$ cat src/hdl/gcq_pkg.sv
package gcq_pkg;

    // Default sizes of the queue, the member map and the id fields.
    localparam int DEF_QUEUE_DEPTH = 16;
    localparam int DEF_MAP_ENTRIES = 16;
    localparam int DEF_ID_WIDTH    = 16;
    localparam int DEF_GROUP_WIDTH = 8;

    // Fixed field widths on the stream ports.
    localparam int OP_W   = 2;
    localparam int SLOT_W = 4;
    localparam int FLAG_W = 2;

    // Bit positions of the result flags in the output tuser.
    localparam int FLAG_EMPTY = 0;
    localparam int FLAG_DROP  = 1;

    typedef enum logic [OP_W-1:0] {
        OP_MAP_WRITE = 2'd0,
        OP_ENQUEUE   = 2'd1,
        OP_DEQUEUE   = 2'd2
    } t_op;

    typedef enum logic [2:0] {
        ST_IDLE,
        ST_LOOK,
        ST_FIND,
        ST_LOCATE,
        ST_COMMIT
    } t_state;

    // Per-cell load control for one commit cycle. At most one bit is set.
    typedef struct packed {
        logic load_new;
        logic from_left;
        logic from_right;
    } t_cell_ctl;

endpackage

$ cat src/hdl/gcq_cell.sv
module gcq_cell #(
    parameter int ID_WIDTH    = gcq_pkg::DEF_ID_WIDTH,
    parameter int GROUP_WIDTH = gcq_pkg::DEF_GROUP_WIDTH
) (
    input  logic                   i_clk,
    input  logic                   i_rst_n,
    input  gcq_pkg::t_cell_ctl     i_ctl,
    input  logic [ID_WIDTH-1:0]    i_new_id,
    input  logic [GROUP_WIDTH-1:0] i_new_grp,
    input  logic [ID_WIDTH-1:0]    i_left_id,
    input  logic [GROUP_WIDTH-1:0] i_left_grp,
    input  logic [ID_WIDTH-1:0]    i_right_id,
    input  logic [GROUP_WIDTH-1:0] i_right_grp,
    input  logic                   i_right_member,
    input  logic [GROUP_WIDTH-1:0] i_match_grp,
    output logic [ID_WIDTH-1:0]    o_id,
    output logic [GROUP_WIDTH-1:0] o_grp,
    output logic                   o_valid,
    output logic                   o_member,
    output logic                   o_end
);

    logic [ID_WIDTH-1:0]    r_id;
    logic [ID_WIDTH-1:0]    n_id;
    logic [GROUP_WIDTH-1:0] r_grp;
    logic [GROUP_WIDTH-1:0] n_grp;

    always_comb begin
        n_id  = r_id;
        n_grp = r_grp;
        if (i_ctl.load_new) begin
            n_id  = i_new_id;
            n_grp = i_new_grp;
        end else if (i_ctl.from_left) begin
            n_id  = i_left_id;
            n_grp = i_left_grp;
        end else if (i_ctl.from_right) begin
            n_id  = i_right_id;
            n_grp = i_right_grp;
        end
    end

    always_ff @(posedge i_clk) begin
        if (!i_rst_n) begin
            r_id  <= '0;
            r_grp <= '0;
        end else begin
            r_id  <= n_id;
            r_grp <= n_grp;
        end
    end

    // A slot is a group member only while it holds an id; the last member of
    // a run is the one whose right neighbor is not a member.
    assign o_id     = r_id;
    assign o_grp    = r_grp;
    assign o_valid  = (r_id != '0);
    assign o_member = o_valid && (r_grp == i_match_grp);
    assign o_end    = o_member && !i_right_member;

endmodule

$ cat src/hdl/gcq_map.sv
module gcq_map #(
    parameter int MAP_ENTRIES = gcq_pkg::DEF_MAP_ENTRIES,
    parameter int ID_WIDTH    = gcq_pkg::DEF_ID_WIDTH,
    parameter int GROUP_WIDTH = gcq_pkg::DEF_GROUP_WIDTH
) (
    input  logic                      i_clk,
    input  logic                      i_rst_n,
    input  logic                      i_wr_en,
    input  logic [gcq_pkg::SLOT_W-1:0] i_wr_slot,
    input  logic [ID_WIDTH-1:0]       i_wr_id,
    input  logic [GROUP_WIDTH-1:0]    i_wr_grp,
    input  logic                      i_lk_load,
    input  logic [ID_WIDTH-1:0]       i_lk_id,
    output logic [GROUP_WIDTH-1:0]    o_lk_grp
);

    logic [ID_WIDTH-1:0]    r_map_id  [MAP_ENTRIES];
    logic [GROUP_WIDTH-1:0] r_map_grp [MAP_ENTRIES];
    logic [MAP_ENTRIES-1:0] r_hit;
    logic [MAP_ENTRIES-1:0] first_hit;

    // Slots past the end of the table never decode, so such writes are lost.
    always_ff @(posedge i_clk) begin
        if (!i_rst_n) begin
            for (int k = 0; k < MAP_ENTRIES; k++) begin
                r_map_id[k]  <= '0;
                r_map_grp[k] <= '0;
            end
        end else if (i_wr_en) begin
            for (int k = 0; k < MAP_ENTRIES; k++) begin
                if (int'(i_wr_slot) == k) begin
                    r_map_id[k]  <= i_wr_id;
                    r_map_grp[k] <= i_wr_grp;
                end
            end
        end
    end

    always_ff @(posedge i_clk) begin
        if (i_lk_load) begin
            for (int k = 0; k < MAP_ENTRIES; k++) begin
                r_hit[k] <= (r_map_id[k] == i_lk_id);
            end
        end
    end

    // The lowest set hit bit picks the first matching entry; no hit gives 0.
    assign first_hit = r_hit & (~r_hit + MAP_ENTRIES'(1));

    always_comb begin
        o_lk_grp = '0;
        for (int k = 0; k < MAP_ENTRIES; k++) begin
            if (first_hit[k]) begin
                o_lk_grp = o_lk_grp | r_map_grp[k];
            end
        end
    end

endmodule

$ cat src/hdl/group_coalescing_queue.sv
// Channel   Direction  Handshake                     Payload
// s_axis    in         s_axis_tvalid/s_axis_tready   tdata: item_id, group_id, map_slot
//                                                    tuser: operation
// m_axis    out        m_axis_tvalid/m_axis_tready   tdata: dequeued_id
//                                                    tuser: queue_was_empty, entry_dropped
//
// An enqueue of a nonzero id goes from acceptance to the next ready cycle through
// map compare, first-match select, slot locate and commit, each one register stage.
// Map writes, dequeues and all other items go from accept straight to commit.
// Synchronous active-low reset empties the queue and clears the map.
// A result waits in the output register; the commit of the next item stalls while
// that register is still full and m_axis_tready is low.
module group_coalescing_queue #(
    parameter int QUEUE_DEPTH = gcq_pkg::DEF_QUEUE_DEPTH,
    parameter int MAP_ENTRIES = gcq_pkg::DEF_MAP_ENTRIES,
    parameter int ID_WIDTH    = gcq_pkg::DEF_ID_WIDTH,
    parameter int GROUP_WIDTH = gcq_pkg::DEF_GROUP_WIDTH,
    localparam int S_TDATA_W  = ((ID_WIDTH + GROUP_WIDTH + gcq_pkg::SLOT_W + 7) / 8) * 8,
    localparam int M_TDATA_W  = ((ID_WIDTH + 7) / 8) * 8
) (
    input  logic                         i_clk,
    input  logic                         i_rst_n,
    input  logic                         s_axis_tvalid,
    output logic                         s_axis_tready,
    // Fields from bit 0 up: item_id, group_id, map_slot, zero padding.
    input  logic [S_TDATA_W-1:0]         s_axis_tdata,
    // Fields from bit 0 up: operation.
    input  logic [gcq_pkg::OP_W-1:0]     s_axis_tuser,
    output logic                         m_axis_tvalid,
    input  logic                         m_axis_tready,
    // Fields from bit 0 up: dequeued_id, zero padding.
    output logic [M_TDATA_W-1:0]         m_axis_tdata,
    // Fields from bit 0 up: queue_was_empty, entry_dropped.
    output logic [gcq_pkg::FLAG_W-1:0]   m_axis_tuser
);

    localparam int POS_W = $clog2(QUEUE_DEPTH);

    // Sequencer state.
    gcq_pkg::t_state r_state;
    gcq_pkg::t_state n_state;

    logic in_acc;
    logic out_free;
    logic commit_go;
    logic map_load;
    logic map_wr_en;

    // Fields of the item in progress.
    logic [gcq_pkg::OP_W-1:0]   r_op;
    logic [ID_WIDTH-1:0]        r_id;
    logic [GROUP_WIDTH-1:0]     r_grp_in;
    logic [gcq_pkg::SLOT_W-1:0] r_slot;

    // Group found for the enqueued id and the placement decision.
    logic [GROUP_WIDTH-1:0] r_grp;
    logic [GROUP_WIDTH-1:0] lk_grp;
    logic                   r_ins;
    logic [POS_W-1:0]       r_pos;
    logic                   r_drop;

    // Output register.
    logic                r_out_valid;
    logic [ID_WIDTH-1:0] r_out_id;
    logic                r_out_empty;
    logic                r_out_drop;

    // Cell row.
    logic [ID_WIDTH-1:0]    cell_id  [QUEUE_DEPTH];
    logic [GROUP_WIDTH-1:0] cell_grp [QUEUE_DEPTH];
    gcq_pkg::t_cell_ctl     cell_ctl [QUEUE_DEPTH];
    logic [QUEUE_DEPTH-1:0] valid_vec;
    logic [QUEUE_DEPTH-1:0] member_vec;
    logic [QUEUE_DEPTH-1:0] end_vec;

    // Locate results.
    logic             any_after;
    logic [POS_W-1:0] idx_after;
    logic             any_empty;
    logic [POS_W-1:0] idx_empty;

    assign in_acc   = s_axis_tvalid && s_axis_tready;
    assign out_free = !r_out_valid || m_axis_tready;

    // ------------------------------------------------------------------
    // Sequencer
    // ------------------------------------------------------------------
    always_comb begin
        n_state = r_state;
        case (r_state)
            gcq_pkg::ST_IDLE: begin
                if (in_acc) begin
                    if ((s_axis_tuser == gcq_pkg::OP_ENQUEUE) &&
                        (s_axis_tdata[ID_WIDTH-1:0] != '0)) begin
                        n_state = gcq_pkg::ST_LOOK;
                    end else begin
                        n_state = gcq_pkg::ST_COMMIT;
                    end
                end
            end
            gcq_pkg::ST_LOOK:   n_state = gcq_pkg::ST_FIND;
            gcq_pkg::ST_FIND:   n_state = gcq_pkg::ST_LOCATE;
            gcq_pkg::ST_LOCATE: n_state = gcq_pkg::ST_COMMIT;
            gcq_pkg::ST_COMMIT: begin
                if (out_free) begin
                    n_state = gcq_pkg::ST_IDLE;
                end
            end
            default: n_state = gcq_pkg::ST_IDLE;
        endcase
    end

    always_comb begin
        s_axis_tready = 1'b0;
        map_load      = 1'b0;
        commit_go     = 1'b0;
        case (r_state)
            gcq_pkg::ST_IDLE:   s_axis_tready = 1'b1;
            gcq_pkg::ST_LOOK:   map_load      = 1'b1;
            gcq_pkg::ST_COMMIT: commit_go     = out_free;
            default: begin
            end
        endcase
    end

    always_ff @(posedge i_clk) begin
        if (!i_rst_n) begin
            r_state <= gcq_pkg::ST_IDLE;
        end else begin
            r_state <= n_state;
        end
    end

    // ------------------------------------------------------------------
    // Item capture and placement decision
    // ------------------------------------------------------------------
    always_ff @(posedge i_clk) begin
        if (in_acc) begin
            r_op     <= s_axis_tuser;
            r_id     <= s_axis_tdata[ID_WIDTH-1:0];
            r_grp_in <= s_axis_tdata[ID_WIDTH +: GROUP_WIDTH];
            r_slot   <= s_axis_tdata[ID_WIDTH + GROUP_WIDTH +: gcq_pkg::SLOT_W];
        end
        if (r_state == gcq_pkg::ST_FIND) begin
            r_grp <= lk_grp;
        end
    end

    // Every queued group forms one unbroken run, so at most one cell flags the
    // end of the run. When that end sits in the last slot the new id is lost
    // and the queue stays as it is. Without a run the id goes to the first
    // empty slot, which is also slot 0 of an empty queue; a full queue drops it.
    always_ff @(posedge i_clk) begin
        if (!i_rst_n) begin
            r_ins  <= 1'b0;
            r_drop <= 1'b0;
        end else if (in_acc) begin
            r_ins  <= 1'b0;
            r_drop <= 1'b0;
        end else if (r_state == gcq_pkg::ST_LOCATE) begin
            if (any_after) begin
                r_ins  <= 1'b1;
                r_pos  <= idx_after;
                r_drop <= valid_vec[QUEUE_DEPTH-1];
            end else if (end_vec[QUEUE_DEPTH-1]) begin
                r_ins  <= 1'b0;
                r_drop <= 1'b1;
            end else if (any_empty) begin
                r_ins  <= 1'b1;
                r_pos  <= idx_empty;
                r_drop <= 1'b0;
            end else begin
                r_ins  <= 1'b0;
                r_drop <= 1'b1;
            end
        end
    end

    // One-hot to index encoding of the slot after the run and of the first
    // empty slot.
    always_comb begin
        any_after = |end_vec[QUEUE_DEPTH-2:0];
        idx_after = '0;
        any_empty = 1'b0;
        idx_empty = '0;
        for (int k = 1; k < QUEUE_DEPTH; k++) begin
            if (end_vec[k-1]) begin
                idx_after = idx_after | POS_W'(k);
            end
        end
        for (int k = 0; k < QUEUE_DEPTH; k++) begin
            if (!valid_vec[k] && ((k == 0) || valid_vec[(k == 0) ? 0 : k - 1])) begin
                any_empty = 1'b1;
                idx_empty = idx_empty | POS_W'(k);
            end
        end
    end

    // ------------------------------------------------------------------
    // Member map
    // ------------------------------------------------------------------
    assign map_wr_en = commit_go && (r_op == gcq_pkg::OP_MAP_WRITE);

    gcq_map #(
        .MAP_ENTRIES (MAP_ENTRIES),
        .ID_WIDTH    (ID_WIDTH),
        .GROUP_WIDTH (GROUP_WIDTH)
    ) u_map (
        .i_clk     (i_clk),
        .i_rst_n   (i_rst_n),
        .i_wr_en   (map_wr_en),
        .i_wr_slot (r_slot),
        .i_wr_id   (r_id),
        .i_wr_grp  (r_grp_in),
        .i_lk_load (map_load),
        .i_lk_id   (r_id),
        .o_lk_grp  (lk_grp)
    );

    // ------------------------------------------------------------------
    // Cell row: on commit a dequeue moves every entry one slot toward the
    // head, and an insert loads the new id at its slot while the cells behind
    // it take their left neighbor's entry.
    // ------------------------------------------------------------------
    always_comb begin
        for (int k = 0; k < QUEUE_DEPTH; k++) begin
            cell_ctl[k] = '0;
            if (commit_go) begin
                if (r_op == gcq_pkg::OP_DEQUEUE) begin
                    cell_ctl[k].from_right = 1'b1;
                end else if ((r_op == gcq_pkg::OP_ENQUEUE) && r_ins) begin
                    if (POS_W'(k) == r_pos) begin
                        cell_ctl[k].load_new = 1'b1;
                    end else if (POS_W'(k) > r_pos) begin
                        cell_ctl[k].from_left = 1'b1;
                    end
                end
            end
        end
    end

    for (genvar k = 0; k < QUEUE_DEPTH; k++) begin : g_cell
        logic [ID_WIDTH-1:0]    left_id;
        logic [GROUP_WIDTH-1:0] left_grp;
        logic [ID_WIDTH-1:0]    right_id;
        logic [GROUP_WIDTH-1:0] right_grp;
        logic                   right_member;

        if (k == 0) begin : g_head
            assign left_id  = '0;
            assign left_grp = '0;
        end else begin : g_mid
            assign left_id  = cell_id[k-1];
            assign left_grp = cell_grp[k-1];
        end

        if (k == QUEUE_DEPTH - 1) begin : g_tail
            assign right_id     = '0;
            assign right_grp    = '0;
            assign right_member = 1'b0;
        end else begin : g_body
            assign right_id     = cell_id[k+1];
            assign right_grp    = cell_grp[k+1];
            assign right_member = member_vec[k+1];
        end

        gcq_cell #(
            .ID_WIDTH    (ID_WIDTH),
            .GROUP_WIDTH (GROUP_WIDTH)
        ) u_cell (
            .i_clk          (i_clk),
            .i_rst_n        (i_rst_n),
            .i_ctl          (cell_ctl[k]),
            .i_new_id       (r_id),
            .i_new_grp      (r_grp),
            .i_left_id      (left_id),
            .i_left_grp     (left_grp),
            .i_right_id     (right_id),
            .i_right_grp    (right_grp),
            .i_right_member (right_member),
            .i_match_grp    (r_grp),
            .o_id           (cell_id[k]),
            .o_grp          (cell_grp[k]),
            .o_valid        (valid_vec[k]),
            .o_member       (member_vec[k]),
            .o_end          (end_vec[k])
        );
    end

    // ------------------------------------------------------------------
    // Output register
    // ------------------------------------------------------------------
    always_ff @(posedge i_clk) begin
        if (!i_rst_n) begin
            r_out_valid <= 1'b0;
        end else if (commit_go) begin
            r_out_valid <= 1'b1;
        end else if (m_axis_tready) begin
            r_out_valid <= 1'b0;
        end
    end

    always_ff @(posedge i_clk) begin
        if (commit_go) begin
            r_out_id    <= (r_op == gcq_pkg::OP_DEQUEUE) ? cell_id[0] : '0;
            r_out_empty <= (r_op == gcq_pkg::OP_DEQUEUE) && !valid_vec[0];
            r_out_drop  <= (r_op == gcq_pkg::OP_ENQUEUE) && r_drop;
        end
    end

    assign m_axis_tvalid = r_out_valid;
    assign m_axis_tdata  = M_TDATA_W'(r_out_id);
    always_comb begin
        m_axis_tuser                      = '0;
        m_axis_tuser[gcq_pkg::FLAG_EMPTY] = r_out_empty;
        m_axis_tuser[gcq_pkg::FLAG_DROP]  = r_out_drop;
    end

    // ------------------------------------------------------------------
    // Assertions
    // ------------------------------------------------------------------

    // Queued ids always fill the slots from the head with no gaps.
    a_queue_packed: assert property (@(posedge i_clk) disable iff (!i_rst_n)
        (valid_vec[QUEUE_DEPTH-1:1] & ~valid_vec[QUEUE_DEPTH-2:0]) == '0)
        else $error("queue holds a gap between ids");

    // A group never splits, so the run end is unique when placing an id.
    a_single_run: assert property (@(posedge i_clk) disable iff (!i_rst_n)
        (r_state == gcq_pkg::ST_LOCATE) |-> $onehot0(end_vec))
        else $error("group members found in more than one run");

    // A new result appears only from a commit cycle.
    a_result_source: assert property (@(posedge i_clk) disable iff (!i_rst_n)
        $rose(r_out_valid) |-> $past(r_state == gcq_pkg::ST_COMMIT))
        else $error("result raised outside a commit");

endmodule

$ cat config.mk
export PLATFORM = sky130hd
export DESIGN_NAME = group_coalescing_queue
export DESIGN_NICKNAME = d
export VERILOG_FILES = /design/src/hdl/gcq_pkg.sv /design/src/hdl/gcq_cell.sv /design/src/hdl/gcq_map.sv /design/src/hdl/group_coalescing_queue.sv
export SDC_FILE = /design/constraint.sdc
export NUM_CORES = 2
export LEC_CHECK = 0
export BUFFER_PORTS_ARGS = -buffer_cell sky130_fd_sc_hd__buf_2
export CORE_MARGIN = 3
export CORE_UTILIZATION = 40
export CTS_CLUSTER_DIAMETER = 100
export DETAILED_ROUTE_END_ITERATION = 10
export SYNTH_ARGS = -nofsm -noshare
export SYNTH_HDL_FRONTEND = slang
export SYNTH_SLANG_ARGS = --single-unit
export TNS_END_PERCENT = 10
$ cat constraint.sdc
create_clock -name i_clk -period 4.4 [get_ports i_clk]
set_input_delay 0.88 -clock i_clk [delete_from_list [all_inputs] [get_ports i_clk]]
set_output_delay 0.88 -clock i_clk [all_outputs]
set_load 0.03 [all_outputs]
==> out/qor.csv <==
stage,metric,value,unit
status,status,finished clean,
placed_design,# placed instances,5267,
logic_synthesis,fraction of the mapped netlist area in compound gates,15.59,%
logic_synthesis,Mapped Avg Cell Area,10.05,um2
finish,filler instances,9445,
route,total via count after detailed routing,31940,
finish,footprint of the multi-input gates,17910,um2
min_path,class of the worst hold path,in2reg,
route,vias per cell,5.877,
logic_synthesis,"share of synthesized cell area in full adder, half adder and majority cells",0,%
finish,final core utilization,45.49,%
logic_synthesis,proportion of synthesized flip-flops having asynchronous set or reset,0,%
grt,Total Routing Usage GR,22.26,%
finish,fin area,45890,um2
clock_tree,count of clock tree sinks,850,
grt,antenna violations before repair,3,
placed_design,PortBufs,53,
logic_synthesis,Yosys top cell area share,33.71,%
route,Initial DRC Count,3097,
timing,Fin Clk Skew,0.01799,ns
logic_synthesis,unique cell type count in the Yosys netlist,61,
route,total wire length after detailed routing,121.8,mm
grt,maximum number of pins on one net before global-route repair,211,
timing,worst-case headroom to the max-slew limit,20.19,%
power,Pwr per Cell Area,385.4,nW/um2
placed_design,HPWL after detailed placement,80.58,mm
critical_path,"critical path fanouts, max",12,
power,worst-case vdd ir drop,0.0003378,V
power,Leak,15.21,nW
placed_design,gp weighted congestion,0.8323,
job,total of max-cap violations,0,
placed_design,cell area reported after detailed placement,42910,um2
power,part of the total power dissipated in combinational logic,6.6,%
timing,TNS Setup,0,ns
clock_tree,number of buffers added by the clock tree synthesis step,90,
power,clock power share,43.8,%
logic_synthesis,cell count after synthesis,4076,
route,post-route ant nets,0,
clock_tree,CTS HTree Levels,3,
finish,Sequential cell area,21620,um2
clock_tree,insertion delay to the later sink of the worst-skew pair,0.67,ns
critical_path,slowest library cell on the worst path,sky130_fd_sc_hd__edfxtp_1,
logic_synthesis,top post-synthesis cells by count,"sky130_fd_sc_hd__edfxtp_1, sky130_fd_sc_hd__nand2_1, sky130_fd_sc_hd__dfxtp_1",
power,switching power,4.210,mW
floorplan,width of the die,326.1,um
floorplan,top-level I/O count,58,
power,internal power contribution,13.48,mW
timing,actual transition at the worst max-transition pin,1.197,ns
logic_synthesis,post-synthesis simple-gate area fraction,17.58,%
timing,Final Hold Vio Count,0,
critical_path,endpoint type of the worst setup path,flip-flop,
clock_tree,total of hold buffers inserted after clock tree synthesis,0,
grt,wire length of the first global-routing pass,188.1,mm
clock_tree,post-cts gate resize count,0,
logic_synthesis,"EDFF count, synth",460,
finish,share of final-layout standard cells stronger than drive strength 1,9.301,%
logic_synthesis,cell type with the highest aggregate area in the netlist,sky130_fd_sc_hd__edfxtp_1,
power,Seq pwr share,49.6,%
logic_synthesis,top-count cell post-synth,sky130_fd_sc_hd__edfxtp_1,
logic_synthesis,Synth Net Count,4114,
critical_path,data arrival time of the critical path,3.99,ns
critical_path,maximum cell stage delay along the critical path,1.00,ns
finish,number of nets at the end of the flow,4040,
critical_path,required time at the worst-slack endpoint,4.80,ns
timing,Fmax achieved,0.2790,GHz
clock_tree,maximum number of buffers from clock root to sink,3,
finish,final cell count without fillers,5434,
route,DRC violation count after routing,0,
floorplan,floorplan die area,106300,um2
grt,via count of the first global-routing pass,30830,
logic_synthesis,synthesis-stage register bit count,850,
clock_tree,number of setup buffers added after CTS,0,
logic_synthesis,number of warning messages in the yosys log,0,
logic_synthesis,sequential area share after synthesis,52.77,%
logic_synthesis,Main synth FF type,sky130_fd_sc_hd__edfxtp_1,
logic_synthesis,xor and xnor area share after synthesis,8.230,%
clock_tree,Root Driver,sky130_fd_sc_hd__clkbuf_16,
critical_path,kind of launch point of the worst setup path,flip-flop,
critical_path,cells along the critical path,buf_4 > xor2_1 > nor4_1 > nand3_1 > mux2i_1 > nand4_1 > nor2_1 > mux2_1,
grt,global route overflow,0,
finish,area grow syn2layout,12.00,%
clock_tree,TritonCTS clock tree,built,
floorplan,area inside the core boundary,100900,um2
timing,count of endpoints failing setup in the final report,0,
timing,fin crit share,81.47,%
logic_synthesis,biggest area contributors in the synthesized netlist,"sky130_fd_sc_hd__edfxtp_1, sky130_fd_sc_hd__dfxtp_1, sky130_fd_sc_hd__xnor2_1",
timing,RSZ-0062 raised after global routing,false,
power,switching fraction of total power,23.80,%
logic_synthesis,mux contribution to synthesized area,1.991,%
floorplan,floorplan row count,116,
timing,final-layout worst hold slack,0.4015,ns
logic_synthesis,post-synthesis cell area,40970,um2
floorplan,Initial Util,40.62,%
critical_path,"Worst Path Class, Setup",reg2reg,
route,drt wl/cell,22.41,um
route,number of optimization iterations in the first detailed-route pass,8,
logic_synthesis,main combinational cell family by area after synthesis,simple AND/OR/NAND/NOR gates,
clock_tree,"Clk pin slew, worst setup/hold paths",0.06,ns
timing,max-slew violation count,0,
floorplan,Die H,326.1,um
timing,post-layout min period,3.585,ns
## critical path, delay by kind of cell (launching register included)
family                 cells  cell delay [ns]
XOR/XNOR                   1             0.09
buffers and inverters      1             0.33
flip-flops                 1             1.00
multiplexers               2             0.74
AND/OR/NAND/NOR            4             1.15
## final timing paths
kind                                                start                        end  slack [ns]  depth (start not counted)
worst max register to register                   r_grp[5]                   r_pos[2]        0.82                          8
worst max-delay path                             r_grp[5]                   r_pos[2]        0.82                          8
worst min register to register  g_cell[13].u_cell.o_id[8]  g_cell[13].u_cell.o_id[8]        0.49                          2
worst min-delay path                     s_axis_tdata[23]                r_grp_in[7]        0.40                          1
## metrics by stage
step	setup slack, ns	power, mW
floorplan	0.4557	9.652
global placement	0.8566	10.09
detailed placement	0.8286	10.11
CTS	0.8590	17.83
global route	0.6495	18.25
finish	0.8154	17.69
## final cells by class
type / count / area share [%]
Clock buffer: 123 / 5.377
Inverter: 35 / 0.2863
Sequential cell: 850 / 47.11
Antenna cell: 2 / 0.01091
Timing Repair Buffer: 212 / 3.364
Multi-Input combinational cell: 2813 / 39.03
Clock inverter: 42 / 1.115
Tap cell: 1357 / 3.700
## cells by family after synthesis
group                  count (synthesis)
AO/OA/AOI/OAI                        863
XOR/XNOR                             385
buffers and inverters                413
flip-flops                           850
multiplexers                          81
AND/OR/NAND/NOR                     1484
## power by group through the flow
stage               Combinational (mW)  Clock [mW]  Sequential [mW]
global route                      1.25        8.21             8.79
global placement                  1.16           0             8.94
CTS                               1.17        7.88             8.77
floorplan                        0.795           0             8.86
finish                            1.17        7.75             8.77
detailed placement                1.16           0             8.94
## registers in the layout (all words and copies together) (netlist names), 3 cells and up
name                 count
g_cell.u_cell.o_id     256
r_grp_in                 8
g_cell.u_cell.o_grp    128
r_grp                    8
r_state                  3
u_map.r_hit             16
u_map.r_map_id         256
m_axis_tdata            16
r_id                    16
r_slot                   4
u_map.r_map_grp        128
r_pos                    4
## cell usage in the layout, fill, tap and decap left out, drive strengths merged, types with 63 or more instances in the layout
cell type and n:
nor2b 205, nand4 93, a22oi 150, clkbuf 123, buf 212, xnor2 301, mux2i 77, a221oi 164
o21ai 131, and2 63, a21boi 95, nand2 455, nand3 136, edfxtp 460, nor2 349, xor2 84
nor4 107, dfxtp 390, a21oi 115
## routing by layer
| metal | vias to the layer above | global-route usage, % | wire length (um) |
|---|---|---|---|
| li1 | 14730 | - | - |
| met3 | 233 | 2.653 | 6621 |
| met4 | 2 | 7.433 | 3876 |
| met1 | 15900 | 29.75 | 52440 |
| met5 | - | 0 | 13 |
| met2 | 1071 | 37.48 | 58810 |
No activity file was read; power rests on OpenSTA's default activity.
